### src/sfd_pkg.sv
// Shared types and constants for the serial frame deframer with XOR check.
package sfd_pkg;

   localparam int CNT_W     = 7;      // width of length and fill counters
   localparam int RESULT_CAP = 64;    // most results one frame may yield

   localparam logic [7:0] START_BYTE_RESET   = 8'hAA;
   localparam logic [6:0] LENGTH_LIMIT_RESET = 7'd64;

   // register indexes on the csr port
   localparam logic CSR_START_BYTE   = 1'b0;
   localparam logic CSR_LENGTH_LIMIT = 1'b1;

   typedef enum logic [2:0] {
      PH_HUNT    = 3'd0,
      PH_ID      = 3'd1,
      PH_LEN     = 3'd2,
      PH_PAYLOAD = 3'd3,
      PH_CHECK   = 3'd4
   } phase_type;

   // one checked frame waiting for the back end
   typedef struct packed {
      logic [7:0]       id;
      logic [CNT_W-1:0] len;
      logic             bank;
   } frame_desc_type;

   // payload store write from the parser
   typedef struct packed {
      logic             en;
      logic             bank;
      logic [CNT_W-1:0] idx;
      logic [7:0]       data;
   } store_wr_type;

   // descriptor queue status
   typedef struct packed {
      logic           full;
      logic           empty;
      frame_desc_type head;
   } queue_stat_type;

endpackage

### src/sfd_front.sv
// Frame parser: hunts for the start byte, checks length and XOR, writes payload.
module sfd_front #(
   parameter int MAX_PAYLOAD = 64
) (
   input  logic                     clock,
   input  logic                     reset,
   input  logic                     req_tvalid,
   output logic                     req_tready,
   input  logic [7:0]               req_tdata,
   input  logic [7:0]               start_byte,
   input  logic [6:0]               length_limit,
   input  logic                     q_full,
   output logic                     push,
   output sfd_pkg::frame_desc_type  push_desc,
   output sfd_pkg::store_wr_type    store_wr
);
   import sfd_pkg::*;

   localparam int CAP = (MAX_PAYLOAD < RESULT_CAP) ? MAX_PAYLOAD : RESULT_CAP;

   phase_type        phase_ff, phase_in;
   logic [7:0]       id_ff, id_in;
   logic [CNT_W-1:0] len_ff, len_in;
   logic [CNT_W-1:0] fill_ff, fill_in;
   logic [7:0]       chk_ff, chk_in;
   logic             bank_ff, bank_in;
   logic [CNT_W-1:0] eff_limit;
   logic [CNT_W-1:0] fill_next;
   logic             accept;

   assign req_tready = !q_full;
   assign accept     = req_tvalid && req_tready;
   assign eff_limit  = (length_limit > CNT_W'(CAP)) ? CNT_W'(CAP) : length_limit;
   assign fill_next  = fill_ff + 1'b1;

   always_ff @(posedge clock) begin
      if (reset) begin
         phase_ff <= PH_HUNT;
         id_ff    <= '0;
         len_ff   <= '0;
         fill_ff  <= '0;
         chk_ff   <= '0;
         bank_ff  <= 1'b0;
      end else begin
         phase_ff <= phase_in;
         id_ff    <= id_in;
         len_ff   <= len_in;
         fill_ff  <= fill_in;
         chk_ff   <= chk_in;
         bank_ff  <= bank_in;
      end
   end

   always_comb begin
      phase_in       = phase_ff;
      id_in          = id_ff;
      len_in         = len_ff;
      fill_in        = fill_ff;
      chk_in         = chk_ff;
      bank_in        = bank_ff;
      push           = 1'b0;
      push_desc.id   = id_ff;
      push_desc.len  = len_ff;
      push_desc.bank = bank_ff;
      store_wr.en    = 1'b0;
      store_wr.bank  = bank_ff;
      store_wr.idx   = fill_ff;
      store_wr.data  = req_tdata;
      if (accept) begin
         case (phase_ff)
            PH_ID: begin
               id_in    = req_tdata;
               chk_in   = req_tdata;
               phase_in = PH_LEN;
            end
            PH_LEN: begin
               if (CNT_W'(req_tdata) > eff_limit || req_tdata[7]) begin
                  phase_in = PH_HUNT;
                  id_in    = '0;
                  len_in   = '0;
                  fill_in  = '0;
                  chk_in   = '0;
               end else begin
                  len_in   = CNT_W'(req_tdata);
                  fill_in  = '0;
                  chk_in   = chk_ff ^ req_tdata;
                  phase_in = (req_tdata == 8'd0) ? PH_CHECK : PH_PAYLOAD;
               end
            end
            PH_PAYLOAD: begin
               store_wr.en = 1'b1;
               chk_in      = chk_ff ^ req_tdata;
               fill_in     = fill_next;
               if (fill_next >= len_ff) phase_in = PH_CHECK;
            end
            PH_CHECK: begin
               if (req_tdata == chk_ff) begin
                  push    = 1'b1;
                  bank_in = !bank_ff;
               end
               phase_in = PH_HUNT;
               id_in    = '0;
               len_in   = '0;
               fill_in  = '0;
               chk_in   = '0;
            end
            default: begin
               phase_in = (req_tdata == start_byte) ? PH_ID : PH_HUNT;
               id_in    = '0;
               len_in   = '0;
               fill_in  = '0;
               chk_in   = '0;
            end
         endcase
      end
   end

endmodule

### src/sfd_queue.sv
// Two-entry descriptor queue between parser and emitter; slot matches store bank.
module sfd_queue (
   input  logic                     clock,
   input  logic                     reset,
   input  logic                     push,
   input  sfd_pkg::frame_desc_type  push_desc,
   input  logic                     pop,
   output sfd_pkg::queue_stat_type  stat
);
   import sfd_pkg::*;

   frame_desc_type slot_ff [2];
   logic           wr_ptr_ff, wr_ptr_in;
   logic           rd_ptr_ff, rd_ptr_in;
   logic [1:0]     count_ff, count_in;

   always_comb begin
      wr_ptr_in = push ? !wr_ptr_ff : wr_ptr_ff;
      rd_ptr_in = pop ? !rd_ptr_ff : rd_ptr_ff;
      count_in  = count_ff + {1'b0, push} - {1'b0, pop};
   end

   always_ff @(posedge clock) begin
      if (reset) begin
         wr_ptr_ff <= 1'b0;
         rd_ptr_ff <= 1'b0;
         count_ff  <= '0;
      end else begin
         wr_ptr_ff <= wr_ptr_in;
         rd_ptr_ff <= rd_ptr_in;
         count_ff  <= count_in;
      end
   end

   always_ff @(posedge clock) begin
      if (push) slot_ff[wr_ptr_ff] <= push_desc;
   end

   assign stat.full  = (count_ff == 2'd2);
   assign stat.empty = (count_ff == 2'd0);
   assign stat.head  = slot_ff[rd_ptr_ff];

endmodule

### src/sfd_back.sv
// Result emitter: holds the two-bank payload store and streams frames out.
module sfd_back #(
   parameter int MAX_PAYLOAD = 64
) (
   input  logic                     clock,
   input  logic                     reset,
   input  sfd_pkg::store_wr_type    store_wr,
   input  sfd_pkg::queue_stat_type  q_stat,
   output logic                     pop,
   output logic                     rsp_tvalid,
   input  logic                     rsp_tready,
   output logic [31:0]              rsp_tdata,
   output logic                     rsp_tuser,
   output logic                     rsp_tlast
);
   import sfd_pkg::*;

   localparam int AW    = (MAX_PAYLOAD > 1) ? $clog2(MAX_PAYLOAD) : 1;
   localparam int DEPTH = 2 * (1 << AW);

   logic [7:0]       mem [DEPTH];
   logic [CNT_W-1:0] idx_ff, idx_in;
   logic             advance, issue, last_issue;

   // read stage
   logic             s1_valid_ff;
   logic [7:0]       rd_data_ff;
   logic [7:0]       s1_id_ff;
   logic [CNT_W-1:0] s1_len_ff;
   logic [5:0]       s1_idx_ff;
   logic             s1_has_ff, s1_last_ff;

   // output stage
   logic             out_valid_ff;
   logic [7:0]       out_id_ff, out_byte_ff;
   logic [CNT_W-1:0] out_len_ff;
   logic [5:0]       out_idx_ff;
   logic             out_has_ff, out_last_ff;

   assign advance    = !out_valid_ff || rsp_tready;
   assign issue      = advance && !q_stat.empty;
   assign last_issue = issue && (q_stat.head.len == '0 ||
                                 CNT_W'(idx_ff + 1'b1) == q_stat.head.len);
   assign pop        = last_issue;
   assign idx_in     = last_issue ? '0 : (issue ? CNT_W'(idx_ff + 1'b1) : idx_ff);

   always_ff @(posedge clock) begin
      if (store_wr.en) mem[{store_wr.bank, AW'(store_wr.idx)}] <= store_wr.data;
      if (issue) rd_data_ff <= mem[{q_stat.head.bank, AW'(idx_ff)}];
   end

   always_ff @(posedge clock) begin
      if (reset) begin
         idx_ff       <= '0;
         s1_valid_ff  <= 1'b0;
         out_valid_ff <= 1'b0;
      end else begin
         idx_ff <= idx_in;
         if (advance) begin
            s1_valid_ff  <= issue;
            out_valid_ff <= s1_valid_ff;
         end
      end
   end

   always_ff @(posedge clock) begin
      if (issue) begin
         s1_id_ff   <= q_stat.head.id;
         s1_len_ff  <= q_stat.head.len;
         s1_idx_ff  <= idx_ff[5:0];
         s1_has_ff  <= (q_stat.head.len != '0);
         s1_last_ff <= last_issue;
      end
      if (advance && s1_valid_ff) begin
         out_id_ff   <= s1_id_ff;
         out_len_ff  <= s1_len_ff;
         out_idx_ff  <= s1_idx_ff;
         out_byte_ff <= s1_has_ff ? rd_data_ff : 8'd0;
         out_has_ff  <= s1_has_ff;
         out_last_ff <= s1_last_ff;
      end
   end

   assign rsp_tvalid = out_valid_ff;
   assign rsp_tdata  = {3'b000, out_byte_ff, out_idx_ff, out_len_ff, out_id_ff};
   assign rsp_tuser  = out_has_ff;
   assign rsp_tlast  = out_last_ff;

endmodule

### src/serial_frame_deframer_xor_check_core.sv
// Top level of the serial frame deframer with XOR check.
// Input: one byte per cycle while fewer than two checked frames await output.
// Output: one result per cycle while rsp_tready is high; the first result of a frame
//   follows the check byte transaction through the queue, the registered store read
//   and the output register.
// A frame of n payload bytes yields n results (1 for an empty frame).
// Reset (synchronous, active high) returns the parser to the hunt and empties
// the queue and output pipeline; start byte 0xAA, length limit 64.
module serial_frame_deframer_xor_check_core #(
   parameter int MAX_PAYLOAD = 64
) (
   input  logic        clock,
   input  logic        reset,
   // received byte stream
   input  logic        req_tvalid,
   output logic        req_tready,
   input  logic [7:0]  req_tdata,   // [7:0] rx_byte
   // frame result stream
   output logic        rsp_tvalid,
   input  logic        rsp_tready,
   output logic [31:0] rsp_tdata,   // [7:0] frame_id, [14:8] frame_length,
                                    // [20:15] byte_index, [28:21] payload_byte
   output logic        rsp_tuser,   // has_byte
   output logic        rsp_tlast,   // last
   // register writes
   input  logic        csr_we,
   input  logic        csr_addr,    // 0 start_byte, 1 length_limit
   input  logic [7:0]  csr_wdata
);
   import sfd_pkg::*;

   logic [7:0]     start_byte_ff;
   logic [6:0]     length_limit_ff;
   logic           push, pop;
   frame_desc_type push_desc;
   store_wr_type   store_wr;
   queue_stat_type q_stat;

   // Config registers; the user must write them only while the block is quiet (not enforced).
   always_ff @(posedge clock) begin
      if (reset) begin
         start_byte_ff   <= START_BYTE_RESET;
         length_limit_ff <= LENGTH_LIMIT_RESET;
      end else if (csr_we) begin
         case (csr_addr)
            CSR_START_BYTE:   start_byte_ff   <= csr_wdata;
            CSR_LENGTH_LIMIT: length_limit_ff <= csr_wdata[6:0];
            default: ;
         endcase
      end
   end

   // Front: parses the byte stream and fills the payload bank it owns.
   sfd_front #(.MAX_PAYLOAD(MAX_PAYLOAD)) u_front (
      .clock        (clock),
      .reset        (reset),
      .req_tvalid   (req_tvalid),
      .req_tready   (req_tready),
      .req_tdata    (req_tdata),
      .start_byte   (start_byte_ff),
      .length_limit (length_limit_ff),
      .q_full       (q_stat.full),
      .push         (push),
      .push_desc    (push_desc),
      .store_wr     (store_wr)
   );

   // Queue of checked frames; each entry pins one store bank.
   sfd_queue u_queue (
      .clock     (clock),
      .reset     (reset),
      .push      (push),
      .push_desc (push_desc),
      .pop       (pop),
      .stat      (q_stat)
   );

   // Back: reads the head frame's bank and drives the result stream.
   sfd_back #(.MAX_PAYLOAD(MAX_PAYLOAD)) u_back (
      .clock      (clock),
      .reset      (reset),
      .store_wr   (store_wr),
      .q_stat     (q_stat),
      .pop        (pop),
      .rsp_tvalid (rsp_tvalid),
      .rsp_tready (rsp_tready),
      .rsp_tdata  (rsp_tdata),
      .rsp_tuser  (rsp_tuser),
      .rsp_tlast  (rsp_tlast)
   );

   // parser never pushes into a full queue
   a_no_push_full: assert property (@(posedge clock) disable iff (reset)
      !(push && q_stat.full)) else $error("push into full queue");

   // emitter never pops an empty queue
   a_no_pop_empty: assert property (@(posedge clock) disable iff (reset)
      !(pop && q_stat.empty)) else $error("pop from empty queue");

   // empty-frame result is alone: last set, payload zero
   a_empty_frame: assert property (@(posedge clock) disable iff (reset)
      rsp_tvalid && !rsp_tuser |-> rsp_tlast && rsp_tdata[28:21] == 8'd0)
      else $error("malformed empty-frame result");

   // payload results stay inside the frame length
   a_index_range: assert property (@(posedge clock) disable iff (reset)
      rsp_tvalid && rsp_tuser |-> {1'b0, rsp_tdata[20:15]} < rsp_tdata[14:8])
      else $error("byte index beyond frame length");

endmodule

### config.mk
export PLATFORM = sky130hd
export DESIGN_NAME = serial_frame_deframer_xor_check_core
export DESIGN_NICKNAME = d
export VERILOG_FILES = /design/src/sfd_pkg.sv /design/src/sfd_front.sv /design/src/sfd_queue.sv /design/src/sfd_back.sv /design/src/serial_frame_deframer_xor_check_core.sv
export SDC_FILE = /design/constraint.sdc
export NUM_CORES = 1
export LEC_CHECK = 0
export BUFFER_PORTS_ARGS = -buffer_cell sky130_fd_sc_hd__buf_2
export CORE_UTILIZATION = 28
export CTS_CLUSTER_DIAMETER = 50
export DETAILED_ROUTE_END_ITERATION = 12
export HOLD_SLACK_MARGIN = 0.08
export PLACE_DENSITY = 0.46
export SLEW_MARGIN = 20
export SYNTH_ARGS = -nofsm -noshare
export SYNTH_HDL_FRONTEND = slang
export SYNTH_SLANG_ARGS = --single-unit
### constraint.sdc
create_clock -name clock -period 3.3 [get_ports clock]
set_clock_uncertainty 0.2 [all_clocks]
set_input_delay 0.165 -clock clock [delete_from_list [all_inputs] [get_ports clock]]
set_output_delay 0.165 -clock clock [all_outputs]
set_load 0.02 [all_outputs]
== Word-level counts from Yosys, hierarchy flattened ==
Memories as Yosys holds them, arrays and structs flattened. A register that Yosys moved wholly into a read port is not among the register bits.
Index checks and enable logic that the tools add are counted.
Cells by class
  add/sub/neg operators: 4
  order comparisons: 3
  equality and inequality tests: 10
  multiplexer cells: 24
  bitwise operators: 5
  reduce and logical (&&, ||, !) cells: 26
Operator list (number)
  $pmux W8 S3: 2
  $pmux W7 S2: 2
  $eq A8 B8 Y1: 2
  $mux W8: 2
  $add A7 B1 Y7 const B: 2
  $mux W7: 2
  $mux W1: 12
  $pmux W3 S4: 1
  $reduce_and A2 Y1: 5
  $mux W3: 3
  $logic_not A8 Y1: 1
  $xor A8 B8 Y8: 1
  $eq A7 B7 Y1: 1
  $ge A7 B7 Y1: 1
  $gt A7 B7 Y1: 1
  $gt A7 B7 Y1 const B: 1
  $logic_not A7 Y1: 1
  $reduce_bool A7 Y1: 1
  $eq A3 B2 Y1 const B: 2
  $logic_not A1 Y1: 6
  $reduce_and A3 Y1: 2
  $logic_and A1 B1 Y1: 4
  $ne A2 B1 Y1 const B: 2
  $not A1 Y1: 4
  8 further kinds: 11
Word-level totals
  register bits: 116
  bits in writable memories: 1056
  input port bits: 22
  output and inout bits: 36
  logic and storage cells: 99
  memories kept: 2
Memories
  u_back.mem: words 128, bits a word 8, rd ports 1, clocked after Yosys merged registers in 1, write ports 1, RTL line sfd_back.sv:21  | logic [7:0] mem [DEPTH];
  u_queue.slot_ff: words 2, bits a word 16, rd ports 1, clocked after Yosys merged registers in 1, write ports 1, RTL line sfd_queue.sv:12  | frame_desc_type slot_ff [2];

== Longest topological paths before layout ==
  depth in word-level cells: 6
  mapped depth: 13
  gate-level depth less buffers: 13

== Cells and area by module ==
Synthesis repeated with hierarchy kept, for this count alone.
Unflattened totals
  cells, all modules: 2381
  area, all modules: 46359.5 um^2
Modules (own cells, without submodules)
  sfd_back: times used 1, cells an instance 1936, area each 41862.6 um^2, seq. area each 32791.4 um^2
  sfd_front: times used 1, cells an instance 311, area each 2422.3 um^2, seq. area each 680.7 um^2
  sfd_queue: times used 1, cells an instance 71, area each 1426.4 um^2, seq. area each 1061.0 um^2
  serial_frame_deframer_xor_check_core: times used 1, cells an instance 63, area each 648.1 um^2, seq. area each 300.3 um^2

== Least setup slack after synthesis ==
Ideal clock, no wire load.
  kind: register to register
  start point: register u_back.out_valid_ff, in the netlist u_back.rsp_tvalid
  end point: register u_queue.count_ff[1]
  library setup time: 0.128 ns
  data arrival time: 2.703 ns
  data required time: 2.972 ns
  setup slack: 0.269 ns
  stages on the path, launching flop included: 13
  buffers on the path: 1
  cell sequence: dfxtp_1 nor2b_1 or2_2 clkbuf_1 inv_1 o21ai_2 inv_1 ha_1 inv_1 ha_1 xor2_1 xnor2_1 nor2_1
Between the ends
  word-level cells in the longest chain between the ends: 5
RTL lines
  from (decl): RTL line sfd_back.sv:34  | logic out_valid_ff;
  from (signal assigned): RTL line sfd_back.sv:61  | out_valid_ff <= s1_valid_ff;
  $logic_not A1 Y1: RTL line sfd_back.sv:40  | assign advance = !out_valid_ff || rsp_tready;
  $logic_or A1 B1 Y1: RTL line sfd_back.sv:40
  $logic_and A1 B1 Y1: RTL line sfd_back.sv:41  | assign issue = advance && !q_stat.empty;
  net u_back.issue: RTL line sfd_back.sv:23  | logic advance, issue, last_issue;
  $logic_and A1 B1 Y1: RTL line sfd_back.sv:42  | assign last_issue = issue && (q_stat.head.len == '0 ||
  net pop: RTL line serial_frame_deframer_xor_check_core.sv:34  | logic push, pop;
  $sub A2 B1 Y2: RTL line sfd_queue.sv:20  | count_in = count_ff + {1'b0, push} - {1'b0, pop};
  to (signal assigned): RTL line sfd_queue.sv:31  | count_ff <= count_in;
  to (decl): RTL line sfd_queue.sv:15  | logic [1:0] count_ff, count_in;
The timed path passes the listed nets, and every way through them passes these cells.
A chain may end at the register's enable or synchronous reset.

== Final worst setup path ==
  start point: register length_limit_ff[6]
  end point: register u_front.len_ff[3]
Between the ends
  word-level cells in the longest chain between the ends: 6
RTL lines
  from (decl): RTL line serial_frame_deframer_xor_check_core.sv:33  | logic [6:0] length_limit_ff;
  from (signal assigned): RTL line serial_frame_deframer_xor_check_core.sv:47  | CSR_LENGTH_LIMIT: length_limit_ff <= csr_wdata[6:0];
  $gt A7 B7 Y1: RTL line sfd_front.sv:33  | assign eff_limit = (length_limit > CNT_W'(CAP)) ? CNT_W'(CAP) : length_limit;
  $mux W7 *: RTL line sfd_front.sv:33
  $gt A7 B7 Y1 *: RTL line sfd_front.sv:77  | if (CNT_W'(req_tdata) > eff_limit || req_tdata[7]) begin
  $logic_or A1 B1 Y1 *: RTL line sfd_front.sv:77
  $mux W7 *: RTL line sfd_front.sv:77
  $pmux W7 S2 *: RTL line sfd_front.sv:70  | case (phase_ff)
  to (signal assigned): RTL line sfd_front.sv:47  | len_ff <= len_in;
  to (decl): RTL line sfd_front.sv:23  | logic [CNT_W-1:0] len_ff, len_in;
Mark *: on every way between the ends. The rest lies on a longest branch, timed or not.

==> results.cfg <==
[worst_hold_path]
hold_class = primary input to flip-flop

[critical_path]
worstSetupPathType = flip-flop to flip-flop
cp_top_family = buffers and inverters
crit_required_ps = 3800
worst_setup_path_start_kind = flip-flop
arrival_ps = 3650
critical_path_peak_fanout = 14
critPathMaxStageDelay_ps = 570
path_cells = inv_1, nand2_1, ha_1, nor2b_1, o21a_1, o21a_1, o31ai_1, buf_4, and2_0, buf_4, nand3_1, dlygate4sd3_1, a21oi_1
crit_path_end_kind = flip-flop
cp_slowest_cell = dlygate4sd3_1
crit_buf_inv = 4

[global_routing]
grt_pass1_vias = 25700
met3_usage_pct = 2.21
antenna_found_initial = 6
grt_use_met2_pct = 24.8
grt_pass1_wl_um = 181000
gr-usage-all-layers_pct = 14.8
top_usage_layer = met2
grt_max_degree = 129
met1_usage_pct = 19.8
overflow = 0

[logic_synthesis]
synth-seq-area-share_pct = 74.6
yosys.area.top_type = edfxtp_1
yosys-top-cells-area = edfxtp_1 (72%), mux4_2 (8.5%), mux2i_1 (4.5%)
avgSynthCellArea_um2 = 18.3
synth_cell_type_count = 58
ys_seq_elements = 1181
syn-instance-count = 2545
async_flop_share_pct = 0
ys.flop_type = edfxtp_1
yosys.area.top_type_share_pct = 71.9
synth_edf_count = 1118
ys_warn_count = 0
synth_area_um2 = 46700

[clock_network]
clock-sinks = 1181
cts.clk_slew.worst_paths_ps = 60
cts_tree = built
clock_latency_ps = 770
cts_setup_buffers = 0
clk_path_buf_depth = 3
clockRootBuffer = clkbuf_16
cts_buffers = 136
htreeDepth = 4

[routing]
routed_wl_um = 125000
postRouteAntennaNets = 0
vias = 24900
drtPass1Iterations = 9
viasPerCell = 4.75
drt_iter0_drc = 1941
drc = 2
wire_per_inst_um = 24.0

[cells_and_area]
stdcell_count = 5230
syn2layout_area_growth_pct = 20.6
fin_nets = 2971
final_area_um2 = 56300
layout-drive-gt1-share_pct = 25.5

[die]
rows = 149
coreArea_um2 = 165000
initial_core_util_pct = 28.3
num_io_pins = 58
die_h_um = 410
die_area_um2 = 168000
die_w_um = 410

[place]
place_area_um2 = 51400
gp_congestion = 0.822
place_inst = 4933
numPortBuffers = 54
dp_hpwl_um = 80900
place_ws_ps = -193

[sta]
setup-violations-final = 0
max_slew_margin_pct = 35.5
post-route-period-util_pct = 95.4
rsz0062_at_grt = false
maxSlewViolCount = 0
period_needed_ps = 3150
max_slew.worst_pin.slew_ps = 967
whs_ps = 135
fmax_mhz = 318
fin_tns_setup_ps = 0
setup_ws_ps = 153
hold_viol = 0

[power_and_ir_drop]
cellLeakagePower_nw = 17.6
p_per_area_nw_per_um2 = 561
ir_drop_v = 0.000393

[status]
violations = design-rule violations
status = complete, but fails checks

[job]
maxCapViolCount = 0
==> registers in the layout, summed over array words and instances (netlist names), 8 cells and up, named ones only <==
signal,flops
u_queue.slot_ff,32
u_front.id_ff,8
u_back.rd_data_ff,8
u_back.out_byte_ff,8
u_front.chk_ff,8
u_back.out_id_ff,8
u_back.s1_id_ff,8
start_byte_ff,8
u_back.mem,1024
==> cell usage in the layout, fill, tap and decap left out, types with 29 or more instances in the layout <==
| cell | n |
|---|---|
| nand3_1 | 47 |
| nand2_1 | 119 |
| nor2_1 | 183 |
| o21ai_0 | 29 |
| a21oi_1 | 57 |
| buf_2 | 46 |
| buf_4 | 273 |
| dlygate4sd3_1 | 49 |
| clkbuf_16 | 140 |
| a22oi_1 | 83 |
| mux2i_1 | 210 |
| edfxtp_1 | 1118 |
| a31oi_1 | 35 |
| dfxtp_1 | 58 |
| mux4_2 | 176 |
==> cells in the mapped netlist (all sizes together) (15+ instances only) <==
cell,number
ha,18
mux2i,212
nand3,47
mux4,176
nand2,119
a31oi,35
a22oi,83
a221oi,15
edfxtp,1118
a21oi,58
clkbuf,63
xnor2,15
dfxtp,63
xor2,23
o21ai,35
nor2,184
mux2,27
buf,79
nor2b,21
inv,19
==> final timing paths <==
| path | cells after the start | slack, ps | end | start |
|---|---|---|---|---|
| setup / recovery | 13 | 150 | u_front.len_ff[3]$_SDFFE_PP0P_ | length_limit_ff[6]$_SDFFE_PP1P_ |
| hold / removal | 2 | 130 | u_back.mem[59][5]$_DFFE_PP_ | req_tdata[5] |
| setup reg to reg | 13 | 150 | u_front.len_ff[3]$_SDFFE_PP0P_ | length_limit_ff[6]$_SDFFE_PP1P_ |
| hold reg to reg | 0 | 210 | u_back.out_id_ff[3]$_DFFE_PP_ | u_back.s1_id_ff[3]$_DFFE_PP_ |
==> cell families (layout without fill, tap and decap cells) <==
group | count (synthesis) | after routing | synth area share [%]
DFF | 1181 | 1181 | 74.6
and+or+nand+nor | 438 | 438 | 4.17
muxes | 415 | 415 | 13.7
AOI/OAI and AO/OA | 290 | 290 | 4.33
buffers and inverters | 161 | 653 | 1.77
xor gates and xnor gates | 41 | 41 | 0.858
adders and majority gates | 18 | 18 | 0.483
other | 1 | 5 | 0.00804
==> power by group <==
group	switching, W	internal [W]	leakage, nW
Combinational	0.000385	0.000124	4.89
Clock	0.00627	0.00840	2.14
Sequential	0.0000148	0.0164	10.6
==> worst register-to-register path: stages, from the launching register on <==
cell           delay (ps)
dfxtp_1               330
inv_1                 160
nand2_1                80
ha_1                  290
nor2b_1               130
o21a_1                160
o21a_1                170
o31ai_1               230
buf_4                 190
and2_0                150
buf_4                 210
nand3_1                90
dlygate4sd3_1         570
a21oi_1               140
==> area by class of cell <==
cell class,instances,area (um^2)
antenna,2,5.00
clock buffer,163,3600
clock inverter,83,806
fill,15700,109000
inverter,19,71.3
multi-input combinational,1205,11000
sequential,1181,34800
tap,2189,2740
timing repair buffer,388,3170
==> per-layer routing <==
metal | vias to the layer above | wire [um]
met2 | 617 | 61700
li1 | 11000 | -
met1 | 13100 | 55500
met5 | - | 0
met4 | 0 | 2610
met3 | 167 | 5520
==> metrics by stage <==
stage | utilization (%) | power (W)
CTS | 34.1 | 0.0320
floorplan | - | 0.0168
global route | 34.1 | 0.0325
finish | 34.1 | 0.0316
detailed placement | 31.1 | 0.0172
global placement | 31.1 | 0.0172
==> timing repair <==
action	in CTS	in global routing
gates resized for setup	5	6
hold endpoints to repair	490	0
setup endpoints to repair	2	5
hold buffers	49	0
cloned	0	0
pin swaps	0	0
Note: power is estimated with default switching activity, not from simulation.
